[config.mk]
export PLATFORM = sky130hd
export DESIGN_NAME = vario_tone_controller_top
export DESIGN_NICKNAME = d
export VERILOG_FILES = /design/src/hdl/vtc_pkg.sv /design/src/hdl/vtc_ctrl.sv /design/src/hdl/vtc_dpath.sv /design/src/hdl/vario_tone_controller_top.sv
export SDC_FILE = /design/constraint.sdc
export NUM_CORES = 1
export LEC_CHECK = 0
export BUFFER_PORTS_ARGS = -buffer_cell sky130_fd_sc_hd__clkbuf_2
export CORE_UTILIZATION = 52
export CTS_CLUSTER_DIAMETER = 30
export DETAILED_ROUTE_END_ITERATION = 8
export GPL_TIMING_DRIVEN = 0
export PLACE_DENSITY = 0.7
export SYNTH_ARGS = -nofsm -noshare
export SYNTH_HDL_FRONTEND = slang
export SYNTH_SLANG_ARGS = --single-unit
[constraint.sdc]
create_clock -name clock -period 8.16 [get_ports clock]
set_input_delay 1.224 -clock clock [delete_from_list [all_inputs] [get_ports clock]]
set_output_delay 1.224 -clock clock [all_outputs]
set_load 0.05 [all_outputs]
[src/hdl/vtc_pkg.sv]
// Shared types, constants and helper functions of the vario tone controller.
package vtc_pkg;

   localparam int RATE_W      = 15;
   localparam int TIME_W      = 32;
   localparam int HZ_W        = 11;
   localparam int LIFT_W      = 9;
   localparam int GAP_W       = 10;
   localparam int COUNT_W     = 3;
   localparam int DIVIDEND_W  = 25;
   localparam int STEP_W      = 5;
   localparam int CSR_INDEX_W = 8;
   localparam int CSR_DATA_W  = 15;

   localparam logic [COUNT_W-1:0] LIFT_CONFIRM = 3'd5;
   localparam logic [COUNT_W-1:0] SINK_CONFIRM = 3'd5;

   localparam logic [LIFT_W-1:0]     LIFT_MAX_CMS   = 9'd499;
   localparam logic [LIFT_W-1:0]     LIFT_RESET_CMS = 9'd10;
   localparam logic [RATE_W-1:0]     SINK_RESET_CMS = 15'h7F6A;
   localparam logic [LIFT_W-1:0]     SPAN_TOP_CMS   = 9'd500;
   localparam logic [GAP_W-1:0]      GAP_SLOPE      = 10'd520;
   localparam logic [GAP_W-1:0]      PITCH_SLOPE    = 10'd700;
   localparam logic [GAP_W-1:0]      GAP_MAX_MS     = 10'd600;
   localparam logic [GAP_W-1:0]      GAP_MIN_MS     = 10'd80;
   localparam logic [GAP_W-1:0]      BEEP_MS        = 10'd80;
   localparam logic [HZ_W-1:0]       PITCH_MIN_HZ   = 11'd800;
   localparam logic [HZ_W-1:0]       PITCH_MAX_HZ   = 11'd1500;
   localparam logic [HZ_W-1:0]       SINK_HZ        = 11'd300;
   localparam logic [STEP_W-1:0]     DIV_LAST_STEP  = 5'(DIVIDEND_W - 1);

   localparam logic [CSR_INDEX_W-1:0] CSR_LIFT_THRESHOLD = 8'd0;
   localparam logic [CSR_INDEX_W-1:0] CSR_SINK_THRESHOLD = 8'd1;

   typedef enum logic [1:0] {
      EVT_NONE,
      EVT_START,
      EVT_STOP
   } tone_event_type;

   typedef enum logic [1:0] {
      ST_IDLE,
      ST_MULT,
      ST_DIV,
      ST_FIN
   } ctrl_state_type;

   typedef struct packed {
      logic load;
      logic mult;
      logic step;
      logic commit;
   } ctrl_cmd_type;

   typedef struct packed {
      logic lift_conf;
      logic div_done;
      logic out_free;
   } dp_status_type;

   typedef struct packed {
      logic [LIFT_W-1:0]     rem;
      logic [DIVIDEND_W-1:0] quo;
   } div_lane_type;

   // One restoring division step: shift in the next dividend bit, subtract if it fits.
   function automatic div_lane_type div_step(input div_lane_type lane,
                                             input logic [LIFT_W-1:0] span);
      logic [LIFT_W:0] shifted;
      logic [LIFT_W:0] trial;
      div_lane_type    res;
      shifted = {lane.rem, lane.quo[DIVIDEND_W-1]};
      trial   = shifted - {1'b0, span};
      if (shifted >= {1'b0, span}) begin
         res.rem = trial[LIFT_W-1:0];
         res.quo = {lane.quo[DIVIDEND_W-2:0], 1'b1};
      end else begin
         res.rem = shifted[LIFT_W-1:0];
         res.quo = {lane.quo[DIVIDEND_W-2:0], 1'b0};
      end
      return res;
   endfunction

endpackage

[src/hdl/vtc_ctrl.sv]
// Sequencing state machine of the vario tone controller.
module vtc_ctrl
   import vtc_pkg::*;
(
   input  logic          clock,
   input  logic          reset,
   input  logic          req_valid,
   output logic          req_stall,
   input  dp_status_type status,
   output ctrl_cmd_type  cmd
);

   ctrl_state_type state_ff;
   ctrl_state_type state_in;

   always_ff @(posedge clock) begin
      if (reset) begin
         state_ff <= ST_IDLE;
      end else begin
         state_ff <= state_in;
      end
   end

   always_comb begin
      state_in  = state_ff;
      cmd       = '0;
      req_stall = 1'b1;
      unique case (state_ff)
         ST_IDLE: begin
            req_stall = 1'b0;
            if (req_valid) begin
               cmd.load = 1'b1;
               state_in = ST_MULT;
            end
         end
         ST_MULT: begin
            cmd.mult = 1'b1;
            state_in = status.lift_conf ? ST_DIV : ST_FIN;
         end
         ST_DIV: begin
            cmd.step = 1'b1;
            if (status.div_done) begin
               state_in = ST_FIN;
            end
         end
         ST_FIN: begin
            if (status.out_free) begin
               cmd.commit = 1'b1;
               state_in   = ST_IDLE;
            end
         end
         default: begin
            state_in = ST_IDLE;
         end
      endcase
   end

endmodule

[src/hdl/vtc_dpath.sv]
// Datapath of the vario tone controller: counters, tone state, dividers and result register.
module vtc_dpath
   import vtc_pkg::*;
(
   input  logic                          clock,
   input  logic                          reset,
   input  ctrl_cmd_type                  cmd,
   output dp_status_type                 status,
   input  logic signed [RATE_W-1:0]      req_climb_rate_cms,
   input  logic [TIME_W-1:0]             req_now_ms,
   input  logic                          csr_valid,
   input  logic [CSR_INDEX_W-1:0]        csr_index,
   input  logic [CSR_DATA_W-1:0]         csr_wdata,
   output logic                          rsp_valid,
   input  logic                          rsp_stall,
   output logic                          rsp_tone_on,
   output logic [HZ_W-1:0]               rsp_tone_hz,
   output logic [1:0]                    rsp_tone_event
);

   logic [LIFT_W-1:0]        lift_thr_ff, lift_thr_in;
   logic signed [RATE_W-1:0] sink_thr_ff, sink_thr_in;
   logic [COUNT_W-1:0]       lift_count_ff, lift_count_in;
   logic [COUNT_W-1:0]       sink_count_ff, sink_count_in;
   logic                     beeping_ff, beeping_in;
   logic [TIME_W-1:0]        last_edge_ff, last_edge_in;
   logic [HZ_W-1:0]          sounding_hz_ff, sounding_hz_in;
   logic signed [RATE_W-1:0] rate_ff, rate_in;
   logic [TIME_W-1:0]        now_ff, now_in;
   logic [LIFT_W-1:0]        span_ff, span_in;
   div_lane_type             gap_lane_ff, gap_lane_in;
   div_lane_type             pitch_lane_ff, pitch_lane_in;
   logic [STEP_W-1:0]        step_ff, step_in;
   logic                     rsp_valid_ff, rsp_valid_in;
   logic                     tone_on_ff, tone_on_in;
   logic [HZ_W-1:0]          tone_hz_ff, tone_hz_in;
   tone_event_type           tone_event_ff, tone_event_in;

   logic                     lift_seen;
   logic                     sink_seen;
   logic [RATE_W:0]          diff;
   logic [DIVIDEND_W-1:0]    d_ext;
   logic [GAP_W-1:0]         gap;
   logic [HZ_W-1:0]          pitch;
   logic [TIME_W-1:0]        elapsed;
   logic                     lift_conf;
   logic                     sink_conf;

   assign lift_seen = req_climb_rate_cms > $signed({{(RATE_W-LIFT_W){1'b0}}, lift_thr_ff});
   assign sink_seen = req_climb_rate_cms < sink_thr_ff;
   assign diff      = {rate_ff[RATE_W-1], rate_ff} - {{(RATE_W+1-LIFT_W){1'b0}}, lift_thr_ff};
   assign d_ext     = {{(DIVIDEND_W-RATE_W){1'b0}}, diff[RATE_W-1:0]};
   assign lift_conf = lift_count_ff >= LIFT_CONFIRM;
   assign sink_conf = sink_count_ff >= SINK_CONFIRM;
   assign elapsed   = now_ff - last_edge_ff;

   assign gap = (gap_lane_ff.quo > DIVIDEND_W'(GAP_SLOPE)) ? GAP_MIN_MS :
                GAP_MAX_MS - gap_lane_ff.quo[GAP_W-1:0];
   assign pitch = (pitch_lane_ff.quo > DIVIDEND_W'(PITCH_SLOPE)) ? PITCH_MAX_HZ :
                  PITCH_MIN_HZ + pitch_lane_ff.quo[HZ_W-1:0];

   assign status.lift_conf = lift_conf;
   assign status.div_done  = step_ff == DIV_LAST_STEP;
   assign status.out_free  = !rsp_valid_ff || !rsp_stall;

   always_comb begin
      lift_thr_in = lift_thr_ff;
      sink_thr_in = sink_thr_ff;
      if (csr_valid) begin
         if (csr_index == CSR_LIFT_THRESHOLD) begin
            lift_thr_in = (csr_wdata[LIFT_W-1:0] > LIFT_MAX_CMS) ? LIFT_MAX_CMS :
                          csr_wdata[LIFT_W-1:0];
         end else if (csr_index == CSR_SINK_THRESHOLD) begin
            sink_thr_in = $signed(csr_wdata[RATE_W-1:0]);
         end
      end
   end

   always_comb begin
      rate_in       = rate_ff;
      now_in        = now_ff;
      lift_count_in = lift_count_ff;
      sink_count_in = sink_count_ff;
      if (cmd.load) begin
         rate_in = req_climb_rate_cms;
         now_in  = req_now_ms;
         priority if (lift_seen) begin
            if (lift_count_ff < LIFT_CONFIRM) begin
               lift_count_in = lift_count_ff + 3'd1;
            end
            sink_count_in = '0;
         end else if (sink_seen) begin
            if (sink_count_ff < SINK_CONFIRM) begin
               sink_count_in = sink_count_ff + 3'd1;
            end
            lift_count_in = '0;
         end else begin
            lift_count_in = '0;
            sink_count_in = '0;
         end
      end
   end

   always_comb begin
      span_in       = span_ff;
      gap_lane_in   = gap_lane_ff;
      pitch_lane_in = pitch_lane_ff;
      step_in       = step_ff;
      if (cmd.mult) begin
         span_in           = SPAN_TOP_CMS - lift_thr_ff;
         gap_lane_in.rem   = '0;
         gap_lane_in.quo   = d_ext * DIVIDEND_W'(GAP_SLOPE);
         pitch_lane_in.rem = '0;
         pitch_lane_in.quo = d_ext * DIVIDEND_W'(PITCH_SLOPE);
         step_in           = '0;
      end else if (cmd.step) begin
         gap_lane_in   = div_step(gap_lane_ff, span_ff);
         pitch_lane_in = div_step(pitch_lane_ff, span_ff);
         step_in       = step_ff + 5'd1;
      end
   end

   always_comb begin
      beeping_in     = beeping_ff;
      last_edge_in   = last_edge_ff;
      sounding_hz_in = sounding_hz_ff;
      tone_event_in  = tone_event_ff;
      tone_on_in     = tone_on_ff;
      tone_hz_in     = tone_hz_ff;
      rsp_valid_in   = rsp_valid_ff && rsp_stall;
      if (cmd.commit) begin
         tone_event_in = EVT_NONE;
         priority if (lift_conf) begin
            if (!beeping_ff && (elapsed > {{(TIME_W-GAP_W){1'b0}}, gap})) begin
               beeping_in     = 1'b1;
               sounding_hz_in = pitch;
               last_edge_in   = now_ff;
               tone_event_in  = EVT_START;
            end else if (beeping_ff && (elapsed > {{(TIME_W-GAP_W){1'b0}}, BEEP_MS})) begin
               beeping_in     = 1'b0;
               sounding_hz_in = '0;
               last_edge_in   = now_ff;
               tone_event_in  = EVT_STOP;
            end
         end else if (sink_conf) begin
            if (!beeping_ff) begin
               beeping_in     = 1'b1;
               sounding_hz_in = SINK_HZ;
               tone_event_in  = EVT_START;
            end
         end else if (beeping_ff) begin
            beeping_in     = 1'b0;
            sounding_hz_in = '0;
            tone_event_in  = EVT_STOP;
         end
         tone_on_in   = beeping_in;
         tone_hz_in   = beeping_in ? sounding_hz_in : '0;
         rsp_valid_in = 1'b1;
      end
   end

   always_ff @(posedge clock) begin
      if (reset) begin
         lift_thr_ff    <= LIFT_RESET_CMS;
         sink_thr_ff    <= SINK_RESET_CMS;
         lift_count_ff  <= '0;
         sink_count_ff  <= '0;
         beeping_ff     <= 1'b0;
         last_edge_ff   <= '0;
         sounding_hz_ff <= '0;
         rsp_valid_ff   <= 1'b0;
      end else begin
         lift_thr_ff    <= lift_thr_in;
         sink_thr_ff    <= sink_thr_in;
         lift_count_ff  <= lift_count_in;
         sink_count_ff  <= sink_count_in;
         beeping_ff     <= beeping_in;
         last_edge_ff   <= last_edge_in;
         sounding_hz_ff <= sounding_hz_in;
         rsp_valid_ff   <= rsp_valid_in;
      end
   end

   always_ff @(posedge clock) begin
      rate_ff       <= rate_in;
      now_ff        <= now_in;
      span_ff       <= span_in;
      gap_lane_ff   <= gap_lane_in;
      pitch_lane_ff <= pitch_lane_in;
      step_ff       <= step_in;
      tone_on_ff    <= tone_on_in;
      tone_hz_ff    <= tone_hz_in;
      tone_event_ff <= tone_event_in;
   end

   assign rsp_valid      = rsp_valid_ff;
   assign rsp_tone_on    = tone_on_ff;
   assign rsp_tone_hz    = tone_hz_ff;
   assign rsp_tone_event = tone_event_ff;

   a_hz_tracks_beep: assert property (@(posedge clock) disable iff (reset)
      beeping_ff == (sounding_hz_ff != '0))
      else $error("sounding frequency disagrees with beep state");

   a_counts_exclusive: assert property (@(posedge clock) disable iff (reset)
      !((lift_count_ff != '0) && (sink_count_ff != '0)))
      else $error("lift and sink counters both nonzero");

   a_counts_saturate: assert property (@(posedge clock) disable iff (reset)
      (lift_count_ff <= LIFT_CONFIRM) && (sink_count_ff <= SINK_CONFIRM))
      else $error("confirmation counter beyond its limit");

   a_span_nonzero: assert property (@(posedge clock) disable iff (reset)
      cmd.mult |=> (span_ff != '0))
      else $error("division span is zero");

endmodule

[src/hdl/vario_tone_controller_top.sv]
// Top level of the vario tone controller.
// A request is accepted only while the controller is idle; it then passes through the multiply,
// divide and finish states, the division only with confirmed lift, and its response may wait on rsp_stall.
// A new request is not taken until the last one is committed; the 25-step serial divider sets the pace.
// Reset is synchronous and active high; it restores the default thresholds,
// clears the lift and sink counters and the beep state, and leaves no response pending.
module vario_tone_controller_top
   import vtc_pkg::*;
(
   input  logic                     clock,
   input  logic                     reset,
   input  logic                     req_valid,
   output logic                     req_stall,
   input  logic signed [RATE_W-1:0] req_climb_rate_cms,
   input  logic [TIME_W-1:0]        req_now_ms,
   output logic                     rsp_valid,
   input  logic                     rsp_stall,
   output logic                     rsp_tone_on,
   output logic [HZ_W-1:0]          rsp_tone_hz,
   output logic [1:0]               rsp_tone_event,
   input  logic                     csr_valid,
   output logic                     csr_ready,
   input  logic [CSR_INDEX_W-1:0]   csr_index,
   input  logic [CSR_DATA_W-1:0]    csr_wdata
);

   ctrl_cmd_type  cmd;
   dp_status_type status;

   assign csr_ready = 1'b1;

   vtc_ctrl u_ctrl (
      .clock     (clock),
      .reset     (reset),
      .req_valid (req_valid),
      .req_stall (req_stall),
      .status    (status),
      .cmd       (cmd)
   );

   vtc_dpath u_dpath (
      .clock              (clock),
      .reset              (reset),
      .cmd                (cmd),
      .status             (status),
      .req_climb_rate_cms (req_climb_rate_cms),
      .req_now_ms         (req_now_ms),
      .csr_valid          (csr_valid),
      .csr_index          (csr_index),
      .csr_wdata          (csr_wdata),
      .rsp_valid          (rsp_valid),
      .rsp_stall          (rsp_stall),
      .rsp_tone_on        (rsp_tone_on),
      .rsp_tone_hz        (rsp_tone_hz),
      .rsp_tone_event     (rsp_tone_event)
   );

endmodule
==> flow_summary.json, run 1 <==
{
  "status": "finished, final reports clean",
  "cts_tree": "yes",
  "finalSetupViolCount": 0,
  "cp-end-kind": "flip-flop",
  "antenna_found_initial": 0,
  "die_h_um": 182,
  "grt-ovfl-total": 0,
  "startpoint_type": "flip-flop",
  "syn-num-nets": 2165,
  "hp-class": "flip-flop to flip-flop",
  "coreArea_mm2": 0.0316,
  "fin_skew_ns": 0.0340,
  "netlist_area_mm2": 0.0168,
  "postCtsSetupRepairBufs": 0,
  "vias": 14200,
  "synth_compound_area_share_pct": 16.5,
  "cp.arrival_ns": 7.69,
  "drt_iter0_drc": 1013,
  "yosys-mux-area-fraction_pct": 3.46,
  "cts_resized": 0,
  "finalHoldViolCount": 0,
  "async_reset_ff_share_pct": 0,
  "areaGrowthSynthToFinish_pct": 17.0,
  "period_share_pct": 90.6,
  "place_congestion": 0.892,
  "path_class": "flip-flop to flip-flop",
  "clk_latency_ns": 0.58,
  "htree_levels": 2,
  "cap_viol_max_count": 0,
  "drive_gt1_share_pct": 10.3,
  "grt.total_usage_pct": 26.2,
  "setup-tns-final_ns": 0,
  "drcViolationCount": 0,
  "synth_edf_count": 115,
  "via_per_inst": 5.79,
  "nNetsFinal": 2311,
  "clock_path_buffers": 3,
  "start_util_pct": 53.1,
  "die_w_um": 182,
  "grt_pass1_wl_um": 70100,
  "wl_um": 42000,
  "synth-xor-area-share_pct": 4.80,
  "synth.ff_latch_count": 220,
  "numCtsBuffers": 53,
  "postSynthCellCount": 1852,
  "grt_max_degree": 37,
  "fmaxAchievable_mhz": 135,
  "ys_seq_area_share_pct": 33.1,
  "slew_violations": 0,
  "regArea_mm2": 0.00556,
  "multiInputGateArea_mm2": 0.0101,
  "rows": 65,
  "post_drt_wl_per_cell_um": 17.2,
  "cp_max_fo": 11,
  "rsz0062_at_grt": "false",
  "dp_hpwl_um": 31800,
  "synth_top_family_by_area": "adder cells",
  "port_buffers": 89,
  "drtPass1Iterations": 6,
  "yosysWarnings": 0,
  "synth-adder-area-share_pct": 20.4,
  "clk_pin_slew_worst_paths_ns": 0.04,
  "synth_cell_type_count": 78,
  "slew_headroom_pct": 20.0,
  "antenna_cells": 0,
  "required_ns": 8.46,
  "synth_flop_cell": "edfxtp_1",
  "io_pins": 92,
  "yosys.area_share.simple_pct": 15.1,
  "n_fill_cell": 2622,
  "antenna_left": 0,
  "cts_sinks": 220,
  "avgSynthCellArea_um2": 9.06,
  "grt_pass1_vias": 14300,
  "fp.dieArea_mm2": 0.0330,
  "fin_crit_ns": 7.39,
  "worstMarginPinSlew_ns": 1.19,
  "cts_root_buf": "clkbuf_16",
  "cts_hold_buf": 0
}
==> critical path, cell delays in order, from the launching register on <==
cell and delay (ns):
dfxtp_1 0.41, ha_1 0.22, inv_1 0.06, fa_1 0.39, a21o_1 0.17, a21oi_1 0.26
o21ai_0 0.14, a21oi_1 0.26, o21ai_0 0.11, a21oi_1 0.35, o21ai_0 0.22, xnor2_1 0.35
buf_1 0.51, ha_1 0.35, fa_1 0.48, fa_1 0.55, inv_1 0.06, fa_1 0.54
inv_1 0.05, ha_1 0.34, o2111ai_1 0.17, nand3_1 0.18, a31oi_1 0.14, a2111oi_0 0.57
o21a_1 0.18, o31ai_1 0.07
==> area by class of cell <==
| type | count | share of cell area, % |
|---|---|---|
| plain buffers | 61 | 1.37 |
| multi-input cells | 1348 | 51.6 |
| well taps | 402 | 2.56 |
| clock buffers | 67 | 7.38 |
| repair buffers | 91 | 2.51 |
| flip-flops and latches | 220 | 28.3 |
| inverters | 223 | 4.26 |
| clock inverters | 33 | 1.99 |
==> cells in the mapped netlist (7+ instances only) <==
library cell	n	share of area [%]
a311oi_1	7	0.37
o21ai_0	90	2.7
ha_1	187	14
o211ai_1	18	0.81
nor3b_1	7	0.31
and3_1	14	0.52
nor3_1	32	0.95
nand4_1	18	0.67
inv_1	222	5.0
a21boi_0	9	0.40
nor2b_1	14	0.52
o32ai_1	10	0.52
nand3_1	53	1.6
and2_1	13	0.48
clkbuf_1	49	1.1
xor2_1	36	1.9
edfxtp_1	115	21
a31oi_1	13	0.48
dfxtp_1	105	13
nand2_1	214	4.8
nand2b_1	19	0.71
nor2_1	102	2.3
a211oi_1	22	0.98
o31ai_1	14	0.63
or3_1	9	0.34
a21oi_1	95	2.8
o21ai_1	11	0.33
a21o_1	46	2.1
o21a_1	17	0.76
fa_1	51	6.1
xnor2_1	56	2.9
mux2i_1	58	3.5
nor4_1	11	0.41
==> cells by family after synthesis <==
kind of cell,Yosys count
compound gates,418
xor+xnor,92
fa+ha+maj,244
buf+inv,284
flops,220
mux,58
other cells,1
simple gates,535
==> state kept, by name, summed over array words and instances, names as in the netlist, 11 cells and up <==
| signal | cells |
|---|---|
| u_dpath.sink_thr_ff | 15 |
| u_dpath.rsp_tone_hz | 11 |
| u_dpath.sounding_hz_ff | 11 |
| u_dpath.last_edge_ff | 32 |
| u_dpath.gap_lane_ff | 34 |
| u_dpath.rate_ff | 15 |
| u_dpath.now_ff | 32 |
| u_dpath.pitch_lane_ff | 34 |
==> final timing paths <==
check | from | end | slack, ns | cells past startpoint
worst max register to register | u_dpath.lift_thr_ff[0]$_SDFFE_PP0P_ | u_dpath.pitch_lane_ff[23]$_DFFE_PP_ | 0.77 | 25
worst min register to register | u_dpath.sink_thr_ff[2]$_SDFFE_PP0P_ | u_dpath.sink_thr_ff[2]$_SDFFE_PP0P_ | 0.46 | 2
worst max-delay path | u_dpath.lift_thr_ff[0]$_SDFFE_PP0P_ | u_dpath.pitch_lane_ff[23]$_DFFE_PP_ | 0.77 | 25
worst min-delay path | u_dpath.sink_thr_ff[2]$_SDFFE_PP0P_ | u_dpath.sink_thr_ff[2]$_SDFFE_PP0P_ | 0.46 | 2
==> metrics by stage <==
step	std cells	utilization [%]	worst slack, ns	area (µm²)	hold WS (ns)
floorplan	1852	-	1.87	16800	0.435
global placement	2343	56.1	1.03	17700	0.442
detailed placement	2345	56.2	0.940	17800	0.447
CTS	2445	62.0	0.905	19600	0.454
global route	2445	62.1	0.228	19600	0.473
finish	2445	62.1	0.770	19600	0.456
==> cells in the final DEF, fill, tap and decap left out, types with 18 or more instances in the layout <==
cell | netlist | final
clkbuf_1 | 49 | 56
xnor2_1 | 56 | 55
dfxtp_1 | 105 | 105
clkbuf_2 | 0 | 89
nand2b_1 | 19 | 19
mux2i_1 | 58 | 58
ha_1 | 187 | 186
o21ai_0 | 90 | 90
nand4_1 | 18 | 18
nand3_1 | 53 | 53
nor2_1 | 102 | 102
edfxtp_1 | 115 | 115
inv_1 | 222 | 221
a21oi_1 | 95 | 95
fa_1 | 51 | 51
a211oi_1 | 22 | 22
o211ai_1 | 18 | 18
xor2_1 | 36 | 36
a21o_1 | 46 | 46
clkbuf_16 | 0 | 53
nand2_1 | 214 | 214
nor3_1 | 32 | 32
==> per-layer routing <==
| metal | vias up | routed length, µm | GRT usage, % |
|---|---|---|---|
| met5 | - | 0 | 0 |
| met4 | 0 | 1580 | 11.9 |
| met3 | 108 | 2190 | 4.27 |
| met2 | 437 | 19600 | 44.3 |
| met1 | 6759 | 18600 | 32.8 |
| li1 | 6859 | - | - |
Power of run 1 is left out: the tool's default activity adds up to more than one toggle a clock period on the data nets, which glitch-free logic cannot reach.
==> run 2, diff against run 1 <==
--- a/config.mk
+++ b/config.mk
@@ -5,12 +5,12 @@
 export SDC_FILE = /design/constraint.sdc
 export NUM_CORES = 1
 export LEC_CHECK = 0
-export BUFFER_PORTS_ARGS = -buffer_cell sky130_fd_sc_hd__clkbuf_2
 export CORE_UTILIZATION = 52
 export CTS_CLUSTER_DIAMETER = 30
 export DETAILED_ROUTE_END_ITERATION = 8
+export DONT_BUFFER_PORTS = 1
 export GPL_TIMING_DRIVEN = 0
-export PLACE_DENSITY = 0.7
+export PLACE_DENSITY = 0.67
 export SYNTH_ARGS = -nofsm -noshare
 export SYNTH_HDL_FRONTEND = slang
 export SYNTH_SLANG_ARGS = --single-unit
==> run 2 against run 1 <==
  * Sequential cell count unchanged
  * Sequential share of layout area up 0.69 points
  * Highest routed layer unchanged
  * Critical endpoint unchanged
  * Final cell count fell by 3.6%
  * Fmax is 0.14% lower
  * First-iteration DRC count down 19%
  * Critical path type unchanged
==> flow_summary.json, run 2 (synthesis results as in run 1) <==
{
  "status": "finished, final reports clean",
  "largestRegisters": "u_dpath.gap_lane_ff x34, u_dpath.pitch_lane_ff x34",
  "nNetsFinal": 2222,
  "cp_max_fo": 11,
  "cts_tree": "yes",
  "start_util_pct": 53.1,
  "path_class": "flip-flop to flip-flop",
  "slew_headroom_pct": 4.49,
  "via_per_inst": 5.80,
  "rsz0062_at_grt": "false",
  "grt_pass1_wl_um": 67600,
  "areaGrowthSynthToFinish_pct": 14.2,
  "cts_sinks": 220,
  "numCtsBuffers": 53,
  "fin_crit_ns": 7.40,
  "antenna_left": 0,
  "slew_violations": 0,
  "port_buffers": 0,
  "grt-ovfl-total": 0,
  "grt.total_usage_pct": 25.5,
  "coreArea_mm2": 0.0316,
  "io_pins": 92,
  "drive_gt1_share_pct": 6.04,
  "htree_levels": 2,
  "cts_root_buf": "clkbuf_16",
  "final_common_cell": "inv_1",
  "clk_pin_slew_worst_paths_ns": 0.05,
  "clock_path_buffers": 3,
  "fmaxAchievable_mhz": 135,
  "n_fill_cell": 2689,
  "grt_max_degree": 29,
  "cp.arrival_ns": 7.78,
  "hp-class": "flip-flop to flip-flop",
  "finalSetupViolCount": 0,
  "dp_hpwl_um": 31600,
  "drcViolationCount": 0,
  "fin_skew_ns": 0.0292,
  "post_drt_wl_per_cell_um": 17.6,
  "finalHoldViolCount": 0,
  "fp.dieArea_mm2": 0.0330,
  "period_share_pct": 90.7,
  "dp_slack_ns": 0.885,
  "rows": 65,
  "die_w_um": 182,
  "required_ns": 8.54,
  "vias": 13700,
  "postCtsSetupRepairBufs": 0,
  "final_cell_mix": "221 x inv_1, 214 x nand2_1, 186 x ha_1",
  "grt_pass1_vias": 13600,
  "cts_hold_buf": 0,
  "drt_iter0_drc": 819,
  "startpoint_type": "flip-flop",
  "wl_um": 41600,
  "die_h_um": 182,
  "antenna_cells": 0,
  "cp-end-kind": "flip-flop",
  "antenna_found_initial": 0,
  "setup-tns-final_ns": 0,
  "worstMarginPinSlew_ns": 1.42,
  "place_congestion": 0.925,
  "cts_resized": 0,
  "drtPass1Iterations": 5,
  "setup_slack_ns": 0.760,
  "cap_viol_max_count": 0,
  "clk_latency_ns": 0.58
}
==> run 2: cell count changes in the layout (fill, tap and decap cells not counted), sizes merged <==
cell / before / now
bufinv: 6 / 4
clkbuf: 205 / 119
clkinv: 16 / 17
clkinvlp: 10 / 5
inv: 224 / 227
==> run 2: metal layers <==
metal	GRT usage [%]	part of all wire, %	up-vias
met5	0	0	-
met4	10.3	3.1	0
met3	5.23	5.9	79
met2	42.5	47	379
met1	32.4	44	6513
li1	-	-	6696
==> run 2: metrics by stage <==
| stage | cell area [µm²] | cells | util [%] | hold slack, ns |
|---|---|---|---|---|
| after floorplan | 16800 | 1852 | - | 0.435 |
| after global placement | 17300 | 2254 | 54.6 | 0.442 |
| after detailed placement | 17300 | 2256 | 54.8 | 0.451 |
| after CTS | 19200 | 2356 | 60.6 | 0.454 |
| after global routing | 19200 | 2356 | 60.6 | 0.473 |
| final | 19200 | 2356 | 60.6 | 0.452 |
==> run 2: layout make-up <==
cell class,count,area [µm²],area share [%]
well taps,402,503,2.63
flip-flops and latches,220,5560,29.0
clock inverters,30,319,1.67
inverters,223,837,4.37
multi-input cells,1348,10100,52.8
plain buffers,61,269,1.40
clock buffers,70,1500,7.85
repair buffers,2,47.5,0.248
==> run 2: path summary, 6_finish.rpt <==
kind	from	to	slack [ns]	depth (start not counted)
setup / recovery	u_dpath.lift_thr_ff[0]$_SDFFE_PP0P_	u_dpath.pitch_lane_ff[23]$_DFFE_PP_	0.76	25
hold / removal	u_dpath.last_edge_ff[21]$_SDFFE_PP0P_	u_dpath.last_edge_ff[21]$_SDFFE_PP0P_	0.45	2
setup reg to reg	u_dpath.lift_thr_ff[0]$_SDFFE_PP0P_	u_dpath.pitch_lane_ff[23]$_DFFE_PP_	0.76	25
hold reg to reg	u_dpath.last_edge_ff[21]$_SDFFE_PP0P_	u_dpath.last_edge_ff[21]$_SDFFE_PP0P_	0.45	2
==> run 2: worst max-delay path: stages (launching register included) <==
cell and delay [ns]:
dfxtp_1 0.42, ha_1 0.22, inv_1 0.06, fa_1 0.40, a21o_1 0.18, a21oi_1 0.20, o21ai_0 0.13, a21oi_1 0.24
o21ai_0 0.13, a21oi_1 0.36, o21ai_0 0.24, xnor2_1 0.31, buf_1 0.53, ha_1 0.36, fa_1 0.47, fa_1 0.55
inv_1 0.06, fa_1 0.53, inv_1 0.04, ha_1 0.34, o2111ai_1 0.17, nand3_1 0.18, a31oi_1 0.14, a2111oi_0 0.57
nor3_1 0.10, o31ai_1 0.26
Power of run 2 is left out for the same reason.
==> run 3, diff against run 2 <==
--- a/config.mk
+++ b/config.mk
@@ -10,7 +10,7 @@
 export DETAILED_ROUTE_END_ITERATION = 8
 export DONT_BUFFER_PORTS = 1
 export GPL_TIMING_DRIVEN = 0
-export PLACE_DENSITY = 0.67
+export PLACE_DENSITY = 0.78
 export SYNTH_ARGS = -nofsm -noshare
 export SYNTH_HDL_FRONTEND = slang
 export SYNTH_SLANG_ARGS = --single-unit
==> constraint.sdc (replaced) <==
create_clock -name clock -period 7.3 [get_ports clock]
set_input_delay 1.095 -clock clock [delete_from_list [all_inputs] [get_ports clock]]
set_output_delay 1.095 -clock clock [all_outputs]
set_load 0.05 [all_outputs]
==> run 3 against run 2 <==
  * Die area unchanged
  * Critical path type unchanged
  * First-iteration DRC count up 5.9%
  * Clock-buffer cell count down 11
  * Worst hold slack better by 0.0026 ns
  * Non-clock buffer count up 3
  * Fmax up 10%
  * Critical path depth down 1
  * Sequential share of layout area about the same
  * Critical endpoint unchanged
  * Routed wire length up 0.63%
  * Largest cell class unchanged
==> flow_summary.json, run 3 (synthesis results as in run 1) <==
{
  "cp.arrival_ns": 7.04,
  "multiInputGateArea_mm2": 0.0102,
  "rows": 65,
  "n_fill_cell": 2591,
  "clock_path_buffers": 3,
  "die_h_um": 182,
  "grt_pass1_wl_um": 69100,
  "final_cell_mix": "221 x inv_1, 214 x nand2_1, 186 x ha_1",
  "vias": 13800,
  "startpoint_type": "flip-flop",
  "io_pins": 92,
  "nNetsFinal": 2221,
  "rrSetupSlack_ns": 0.57,
  "drive_gt1_share_pct": 6.57,
  "final_common_cell": "inv_1",
  "antenna_left": 0,
  "clk_latency_ns": 0.58,
  "htree_levels": 2,
  "cts_sinks": 220,
  "regArea_mm2": 0.00556,
  "antenna_found_initial": 0,
  "slew_violations": 0,
  "areaGrowthSynthToFinish_pct": 14.1,
  "fin_area_mm2": 0.0191,
  "dp_hpwl_um": 31300,
  "place_area_mm2": 0.0173,
  "wl_um": 41800,
  "numCtsBuffers": 49,
  "path_delay_family": "compound AO/OA/AOI/OAI gates",
  "hp-class": "flip-flop to flip-flop",
  "cts_tree": "yes",
  "crit_start": "u_dpath.lift_thr_ff[1]$_SDFFE_PP1P_",
  "r2r-end": "u_dpath.pitch_lane_ff[23]$_DFFE_PP_",
  "r2r-start": "u_dpath.lift_thr_ff[1]$_SDFFE_PP1P_",
  "period_share_pct": 92.2,
  "cp-end-kind": "flip-flop",
  "cp_slowest_stage_delay_ns": 0.72,
  "die_w_um": 182,
  "drtPass1Iterations": 6,
  "grt_max_degree": 36,
  "finalSetupViolCount": 0,
  "port_buffers": 0,
  "worst_path_max_delay_cell": "nor2_1",
  "fmaxAchievable_mhz": 149,
  "rr_worst_depth": 24,
  "slew_headroom_pct": 16.3,
  "grt.total_usage_pct": 25.8,
  "coreArea_mm2": 0.0316,
  "cts_root_buf": "clkbuf_16",
  "antenna_cells": 0,
  "largestRegisters": "u_dpath.gap_lane_ff x34, u_dpath.pitch_lane_ff x34",
  "place_congestion": 0.895,
  "grt_pass1_vias": 14000,
  "fin_crit_ns": 6.73,
  "grt-ovfl-total": 0,
  "post_drt_wl_per_cell_um": 17.8,
  "drcViolationCount": 0,
  "worstPathCellList": "inv_1, ha_1, nor2b_1, o21ai_0, a21boi_0, o21ai_0, a21boi_0, nor2_1, fa_1, inv_1, fa_1, fa_1, inv_1, ha_1, o21ai_0, a21boi_0, o21ai_0, a21boi_0, o2111ai_1, nand3_1, a31oi_1, a2111oi_2, o21a_1, o31ai_1",
  "finalHoldViolCount": 0,
  "start_util_pct": 53.1,
  "clk_pin_slew_worst_paths_ns": 0.05,
  "path_class": "flip-flop to flip-flop",
  "crit_path_end": "u_dpath.pitch_lane_ff[23]$_DFFE_PP_",
  "fp.dieArea_mm2": 0.0330,
  "crit_buf_inv": 3,
  "required_ns": 7.61,
  "fin_skew_ns": 0.0342,
  "crit_cells": 24,
  "drt_iter0_drc": 867,
  "via_per_inst": 5.86,
  "status": "finished, final reports clean",
  "worstMarginPinSlew_ns": 1.25,
  "cp_max_fo": 7,
  "cap_viol_max_count": 0
}
run 3: worst min path at each step:
stage                                                startpoint                                     to  slack, ns  depth (start not counted)
after floorplan           u_dpath.last_edge_ff[10]$_SDFFE_PP0P_  u_dpath.last_edge_ff[10]$_SDFFE_PP0P_       0.43                          2
after global placement    u_dpath.last_edge_ff[22]$_SDFFE_PP0P_  u_dpath.last_edge_ff[22]$_SDFFE_PP0P_       0.44                          2
after detailed placement    u_dpath.sink_thr_ff[4]$_SDFFE_PP0P_    u_dpath.sink_thr_ff[4]$_SDFFE_PP0P_       0.45                          2
after CTS                  u_dpath.last_edge_ff[3]$_SDFFE_PP0P_   u_dpath.last_edge_ff[3]$_SDFFE_PP0P_       0.46                          2
after global routing       u_dpath.last_edge_ff[3]$_SDFFE_PP0P_   u_dpath.last_edge_ff[3]$_SDFFE_PP0P_       0.46                          2
final                       u_dpath.sink_thr_ff[4]$_SDFFE_PP0P_    u_dpath.sink_thr_ff[4]$_SDFFE_PP0P_       0.45                          2
run 3: routing by layer:
layer	track usage, %	wire length, µm	vias up
li1	-	-	6674
met1	32.4	17800	6557
met2	44.4	20000	464
met3	4.99	2910	86
met4	8.34	1040	0
met5	0	0	-
run 3: metrics by stage:
stage                     instances  setup TNS [ns]  util, %  setup WS, ns  hold slack [ns]
after floorplan                1852               0        -          1.01            0.435
after global placement         2254               0     54.6         0.236            0.442
after detailed placement       2256               0     54.8        0.0908            0.450
after CTS                      2348               0     60.2        0.0789            0.457
after global routing           2351         -0.0292     60.5       -0.0292            0.463
final                          2351               0     60.5         0.573            0.454
run 3: what timing repair did:
| action | 4_1_cts | 5_1_grt |
|---|---|---|
| endpoints found under the hold margin | 0 | 0 |
| hold buffers | 0 | 0 |
| buffers inserted | 0 | 3 |
| endpoints found under the setup margin | 0 | 7 |
| gates resized for setup | 0 | 13 |
run 3: layout make-up:
| class | count | area share [%] |
|---|---|---|
| buffer | 61 | 1.41 |
| timing repair buffer | 5 | 0.366 |
| inverter | 223 | 4.37 |
| tap | 402 | 2.63 |
| clock buffer | 59 | 7.04 |
| sequential | 220 | 29.0 |
| clock inverter | 33 | 1.91 |
| multi-input combinational | 1348 | 53.3 |
run 3: worst register-to-register path, stage by stage, from the launching register on:
cell       delay (ns)
dfxtp_1          0.30
inv_1            0.19
ha_1             0.28
nor2b_1          0.12
o21ai_0          0.23
a21boi_0         0.16
o21ai_0          0.22
a21boi_0         0.21
nor2_1           0.72
fa_1             0.55
inv_1            0.08
fa_1             0.44
fa_1             0.54
inv_1            0.04
ha_1             0.33
o21ai_0          0.14
a21boi_0         0.26
o21ai_0          0.15
a21boi_0         0.35
o2111ai_1        0.18
nand3_1          0.18
a31oi_1          0.18
a2111oi_2        0.39
o21a_1           0.16
o31ai_1          0.07
Power of run 3 is left out for the same reason.
